===== src/rtl/srtl_pkg.sv =====
// Package: shared constants, codes and control/status types of the sorted region table.
`timescale 1ns / 1ps
`default_nettype none

package srtl_pkg;

    localparam int ADDR_W              = 64;
    localparam int IDX_W               = 6;
    localparam int CNT_W               = 7;
    localparam int FLAG_W              = 2;
    localparam int ENTRY_W             = 2 * ADDR_W + FLAG_W;
    localparam int DEFAULT_TABLE_DEPTH = 64;

    typedef enum logic [1:0] {
        OP_CLEAR  = 2'd0,
        OP_INSERT = 2'd1,
        OP_LOOKUP = 2'd2
    } op_t;

    typedef enum logic [2:0] {
        ST_IDLE,
        ST_SRCH_RD,
        ST_SRCH_CMP,
        ST_SHIFT_RD,
        ST_SHIFT_WR,
        ST_FINISH
    } state_t;

    // controller -> datapath
    typedef struct packed {
        logic capture;
        logic cnt_clr;
        logic reject;
        logic lkp_mode;
        logic srch_rd;
        logic srch_step;
        logic shift_rd;
        logic shift_wr;
        logic ins_wr;
        logic res_load;
    } srtl_cmd_t;

    // datapath -> controller
    typedef struct packed {
        logic cnt_full;
        logic srch_more;
        logic shift_more;
        logic ins_gt;
        logic lkp_gt;
        logic lkp_lt;
        logic out_free;
    } srtl_status_t;

endpackage

`default_nettype wire


===== src/rtl/srtl_ctrl.sv =====
// Controller: sequences clear, insert (search then shift) and lookup (binary search).
`timescale 1ns / 1ps
`default_nettype none

module srtl_ctrl (
    input  wire logic                 aclk,
    input  wire logic                 aresetn,
    input  wire logic                 s_valid,
    output logic                      s_ready,
    input  wire logic [1:0]           s_op,
    input  wire srtl_pkg::srtl_status_t sts,
    output srtl_pkg::srtl_cmd_t       cmd
);
    import srtl_pkg::*;

    state_t     state_reg, state_next;
    logic [1:0] op_reg, op_next;
    logic       accept;

    assign accept = s_valid && (state_reg == ST_IDLE);

    always_ff @(posedge aclk) begin
        if (!aresetn) begin
            state_reg <= ST_IDLE;
            op_reg    <= OP_CLEAR;
        end else begin
            state_reg <= state_next;
            op_reg    <= op_next;
        end
    end

    // next state
    always_comb begin
        state_next = state_reg;
        op_next    = op_reg;
        case (state_reg)
            ST_IDLE: begin
                if (accept) begin
                    op_next = s_op;
                    case (s_op)
                        OP_INSERT: state_next = sts.cnt_full ? ST_FINISH : ST_SRCH_RD;
                        OP_LOOKUP: state_next = ST_SRCH_RD;
                        default:   state_next = ST_FINISH;
                    endcase
                end
            end
            ST_SRCH_RD: begin
                if (sts.srch_more) begin
                    state_next = ST_SRCH_CMP;
                end else if (op_reg == OP_INSERT) begin
                    state_next = ST_SHIFT_RD;
                end else begin
                    state_next = ST_FINISH;
                end
            end
            ST_SRCH_CMP: begin
                if (op_reg == OP_LOOKUP && !sts.lkp_gt && !sts.lkp_lt) begin
                    state_next = ST_FINISH;
                end else begin
                    state_next = ST_SRCH_RD;
                end
            end
            ST_SHIFT_RD: begin
                state_next = sts.shift_more ? ST_SHIFT_WR : ST_FINISH;
            end
            ST_SHIFT_WR: state_next = ST_SHIFT_RD;
            ST_FINISH: begin
                if (sts.out_free) begin
                    state_next = ST_IDLE;
                end
            end
            default: state_next = ST_IDLE;
        endcase
    end

    // outputs
    always_comb begin
        cmd          = '0;
        cmd.lkp_mode = (op_reg == OP_LOOKUP);
        s_ready      = 1'b0;
        case (state_reg)
            ST_IDLE: begin
                s_ready     = 1'b1;
                cmd.capture = accept;
                cmd.cnt_clr = accept && (s_op == OP_CLEAR);
                cmd.reject  = accept && (s_op == OP_INSERT) && sts.cnt_full;
            end
            ST_SRCH_RD: begin
                cmd.srch_rd = sts.srch_more;
            end
            ST_SRCH_CMP: begin
                cmd.srch_step = 1'b1;
            end
            ST_SHIFT_RD: begin
                cmd.shift_rd = sts.shift_more;
                cmd.ins_wr   = !sts.shift_more;
            end
            ST_SHIFT_WR: begin
                cmd.shift_wr = 1'b1;
            end
            ST_FINISH: begin
                cmd.res_load = sts.out_free;
            end
            default: cmd = '0;
        endcase
    end

endmodule

`default_nettype wire


===== config.mk =====
export PLATFORM = sky130hd
export DESIGN_NAME = srtl_ctrl
export DESIGN_NICKNAME = d
export VERILOG_FILES = /design/src/rtl/srtl_pkg.sv /design/src/rtl/srtl_ctrl.sv
export SDC_FILE = /design/constraint.sdc
export NUM_CORES = 1
export LEC_CHECK = 0
export ABC_CLOCK_PERIOD_IN_PS = 1850
export BUFFER_PORTS_ARGS = -buffer_cell sky130_fd_sc_hd__buf_4
export CAP_MARGIN = 20
export CORE_AREA = 2 2 39 41
export CTS_BUF_LIST = sky130_fd_sc_hd__clkbuf_4 sky130_fd_sc_hd__clkbuf_8
export DETAILED_ROUTE_END_ITERATION = 8
export DIE_AREA = 0 0 41 43
export HOLD_SLACK_MARGIN = 0.1
export RECOVER_POWER = 100
export SYNTH_ARGS = -nofsm -noshare
export SYNTH_HDL_FRONTEND = slang
export SYNTH_SLANG_ARGS = --single-unit

===== constraint.sdc =====
create_clock -name aclk -period 1.85 [get_ports aclk]
set_input_delay 0 -clock aclk [delete_from_list [all_inputs] [get_ports aclk]]
set_output_delay 0 -clock aclk [all_outputs]
set_load 0.02 [all_outputs]

Word-level counts from Yosys, hierarchy flattened:

Cells that the tools add are included.

* eq/ne operators: 11
* multiplexer cells: 18
* reduce and logical (&&, ||, !) cells: 14

Operators with widths (count)
* $mux W3: 7
* $pmux W3 S6: 1
* $mux W1: 9
* $eq A3 B2 Y1 const B: 2
* $eq A3 B3 Y1 const B: 2
* $logic_and A1 B1 Y1: 6
* $pmux W3 S2: 1
* $reduce_or A6 Y1: 1
* $eq A2 B1 Y1 const B: 2
* $eq A2 B2 Y1 const B: 2
* $ne A2 B2 Y1 const B: 2
* $reduce_and A2 Y1: 2
* $eq A3 B1 Y1 const B: 1
* $logic_not A1 Y1: 3
* $logic_not A3 Y1: 1
* $logic_not A2 Y1: 1

* register bits: 5
* output and inout port bits: 11
* word-level logic and storage cells: 45

Depth between registers and ports, before layout:

* word-level depth: 5
* mapped depth: 4
* mapped depth without buffers: 4

Worst setup path before layout:

Ideal clock, no wire load.

* kind: flip-flop to output port
* start: register state_reg[2]
* end: output cmd[7] (netlist name)
* arrival: 1531 ps
* required time: 1850 ps
* setup slack: 319 ps
* stages on the path, launching flop included: 4
* path buffers: 0
* cells stage by stage: dfxtp_1 nor3_2 nand2_1 nor3_1

RTL lines
* start, declared: RTL line srtl_ctrl.sv:16 `state_t state_reg, state_next;`
* start signal, assigned: RTL line srtl_ctrl.sv:27 `state_reg <= state_next;`
* end, declared: RTL line srtl_ctrl.sv:12 `output srtl_pkg::srtl_cmd_t cmd`

Final worst setup path:

* start: register state_reg[2]
* end: register op_reg[0]

* word-level cells in the longest chain between the ends: 3

RTL lines
* $logic_not A3 Y1 *: RTL line srtl_ctrl.sv:20, srtl_ctrl.sv:36
* $logic_and A1 B1 Y1: RTL line srtl_ctrl.sv:20 `assign accept = s_valid && (state_reg == ST_IDLE);`
* $reduce_and A2 Y1 (no line) *
* end signal, assigned: RTL line srtl_ctrl.sv:28 `op_reg <= op_next;`
* end, declared: RTL line srtl_ctrl.sv:17 `logic [1:0] op_reg, op_next;`

Mark *: on every way between the ends. The rest lies on a longest branch, timed or not.
A chain may end at the register's enable or synchronous reset.

==> impl_metrics.py <==
metrics = {
    "grt": {
        "grt_overflow": 0,
        "grt_use_total": 0.140,
        "grt_pass1_vias": 415,
        "grt_max_degree": 17,
        "grt_first_pass_wirelength_um": 1680,
        "grt_antenna_before_repair": 0,
    },
    "layout": {
        "n_fill_cell": 158,
        "synthToLayoutAreaGrowth_pct": 50.2,
        "final_area_um2": 622,
        "nNetsFinal": 93,
        "largest_register_ff_count": 3,
        "drive_gt1_frac": 0.238,
        "ff_latch_area_um2": 100,
        "diodes": 0,
        "multiInputGateArea_um2": 290,
    },
    "drt": {
        "wl_per_cell_um": 11.1,
        "postRouteAntennaNets": 0,
        "vias": 469,
        "route.detailed.drc": 0,
        "first_iter_violations": 2,
        "first_pass_iters": 4,
        "routed_wl_um": 1070,
        "routed_via_density": 4.89,
    },
    "floorplan": {
        "rows": 14,
        "initial_core_util": 0.299,
        "dieWidth_um": 41,
        "fp.coreArea_mm2": 0.00138,
        "dieArea_mm2": 0.00176,
        "fp.dieH_um": 43,
        "io_pins": 23,
    },
    "min_path": {
        "hold_start": "sts[5]",
        "min_path_type": "in -> reg",
    },
    "setup_path": {
        "startpoint_type": "flop",
        "crit_arrival_ps": 1830,
        "crit_path_end_kind": "flop",
        "critical_path.cell_chain": "nor3_4 -> nand3_1 -> dlygate4sd3_1 -> a21boi_1",
        "required_ps": 2020,
        "worst_r2r_startpoint": "state_reg[2]$_SDFFE_PN0P_",
        "rrSetupSlack_ps": 190,
        "slowest_stage": "dlygate4sd3_1",
        "critPathMaxStageDelay_ps": 590,
        "critPathLaunch": "state_reg[2]$_SDFFE_PN0P_",
        "path_max_fanout": 15,
        "worst-setup-path-type": "reg -> reg",
    },
    "clocking": {
        "clockRootBuffer": "clkbuf_4",
        "insertion_delay_ps": 240,
        "clk_pin_slew_ps": 40,
        "ctsLongestPathBuffers": 2,
        "cts_tree": "done",
        "clock_sinks": 5,
        "cts_made_buffers": 3,
        "cts_max_level": 1,
    },
    "timing": {
        "clock.fmax_ghz": 0.602,
        "setup_tns_ps": 0,
        "fin_crit_ps": 1660,
        "finalHoldViolations": 0,
        "finalSetupViolCount": 0,
        "slew_violations": 0,
        "rsz0062_at_grt": "false",
        "tightest_slew_ps": 503,
        "timing.final.crit_share": 0.898,
        "maxSlewHeadroom": 0.664,
        "skew_ps": 0.616,
    },
    "yosys": {
        "ys_warn_count": 0,
        "yosysSeqAreaShare": 0.242,
        "synthTopCellsByCount": "nand2_1 (7), dfxtp_1 (5), nor3_1 (4)",
        "synthTopCellsByArea": "dfxtp_1 (24%), nand2_1 (6.3%), a21boi_1 (5.4%)",
        "synth-edff-count": 0,
        "ys.flop_type": "dfxtp_1",
        "netlist.area_leader.share": 0.242,
        "async_reset_ff_frac": 0,
        "synth.most_common_cell": "nand2_1",
        "synth_seq_cells": 5,
        "syn_inst": 53,
        "synth_top_area_cell": "dfxtp_1",
        "syn-num-nets": 65,
        "ys_types": 30,
        "syn_area_per_cell_um2": 7.81,
        "mappedNetlistArea_um2": 414,
    },
    "run": {
        "cap_violations": 0,
    },
    "outcome": {
        "outcome": "completed",
    },
    "power_and_ir_drop": {
        "power.density_mw_per_mm2": 875,
        "p_leak_uw": 0.000254,
        "vdd_drop_max_mv": 0.332,
        "p_total_uw": 544,
    },
    "place": {
        "placed_area_um2": 574,
        "place_hpwl_um": 762,
        "gp_congestion": 0.651,
        "io_buffers": 21,
    },
}
-- path summary, 6_finish.rpt --
check,to,cells after the start
worst min-delay path,state_reg[2]$_SDFFE_PN0P_,4
worst max register to register,op_reg[0]$_SDFFE_PN0P_,4
worst max-delay path,op_reg[0]$_SDFFE_PN0P_,4
worst min register to register,op_reg[0]$_SDFFE_PN0P_,2
-- kinds of logic (layout without fill, tap and decap cells) --
logic type / Yosys count / in the layout / share of synthesized area
AND/OR/NAND/NOR: 28 / 28 / 0.441
flip-flops: 5 / 5 / 0.242
AO/OA/AOI/OAI: 13 / 13 / 0.205
multiplexers: 2 / 2 / 0.0514
buffers and inverters: 5 / 32 / 0.0604
-- placed cells by master (no fill, tap or decap), drive strengths merged, types with 2 or more instances in the layout --
cell type,synthesis,final
a21boi,3,3
inv,2,2
nand2,7,7
nand2b,2,2
dlygate4sd3,0,5
a21oi,3,3
nand3,3,3
nor3,5,5
nor4,2,2
o21ai,2,2
buf,3,12
clkbuf,0,13
dfxtp,5,5
and4b,2,2
nor3b,2,2
-- timing repair --
item / in CTS / in global routing
setup endpoints to repair: 0 / 1
resized for setup: 0 / 1
hold buffers: 5 / 0
hold endpoints to repair: 5 / 0
setup buffers: 0 / 0
-- metrics by stage --
stage          cells  worst slack (ps)   util  hold WS, ps
6_report          96               188  0.449          132
5_1_grt           96              42.8  0.449          157
4_1_cts           96               171  0.473          129
3_5_place_dp      87               519  0.415          283
3_3_place_gp      87               513  0.415          274
2_1_floorplan     53               319      -         83.1
-- worst max-delay path: cells and delay by family (launching register included) --
kind | cells | cell delay [ps]
flops | 1 | 450
simple gates | 2 | 430
buf+inv | 1 | 590
compound gates | 1 | 130
-- layout make-up --
type | count | area share
multi-input combinational | 43 | 0.467
timing repair buffer | 26 | 0.280
sequential | 5 | 0.161
clock buffer | 4 | 0.0483
tap | 16 | 0.0322
inverter | 2 | 0.0121
-- layer usage --
layer | global-route usage | vias up | wire (µm)
met5 | 0 | - | 0
met4 | 0.0800 | 0 | 15
met3 | 0.0157 | 2 | 62
met2 | 0.216 | 15 | 506
met1 | 0.177 | 202 | 485
li1 | - | 250 | -
-- where the power goes --
group / switching [µW] / internal (µW) / total, µW / leakage (µW)
Sequential: 54.9 / 126 / 181 / 0.0000411
Clock: 40.5 / 95.9 / 136 / 0.0000184
Combinational: 115 / 111 / 226 / 0.000195
No activity file was read; power rests on OpenSTA's default activity.
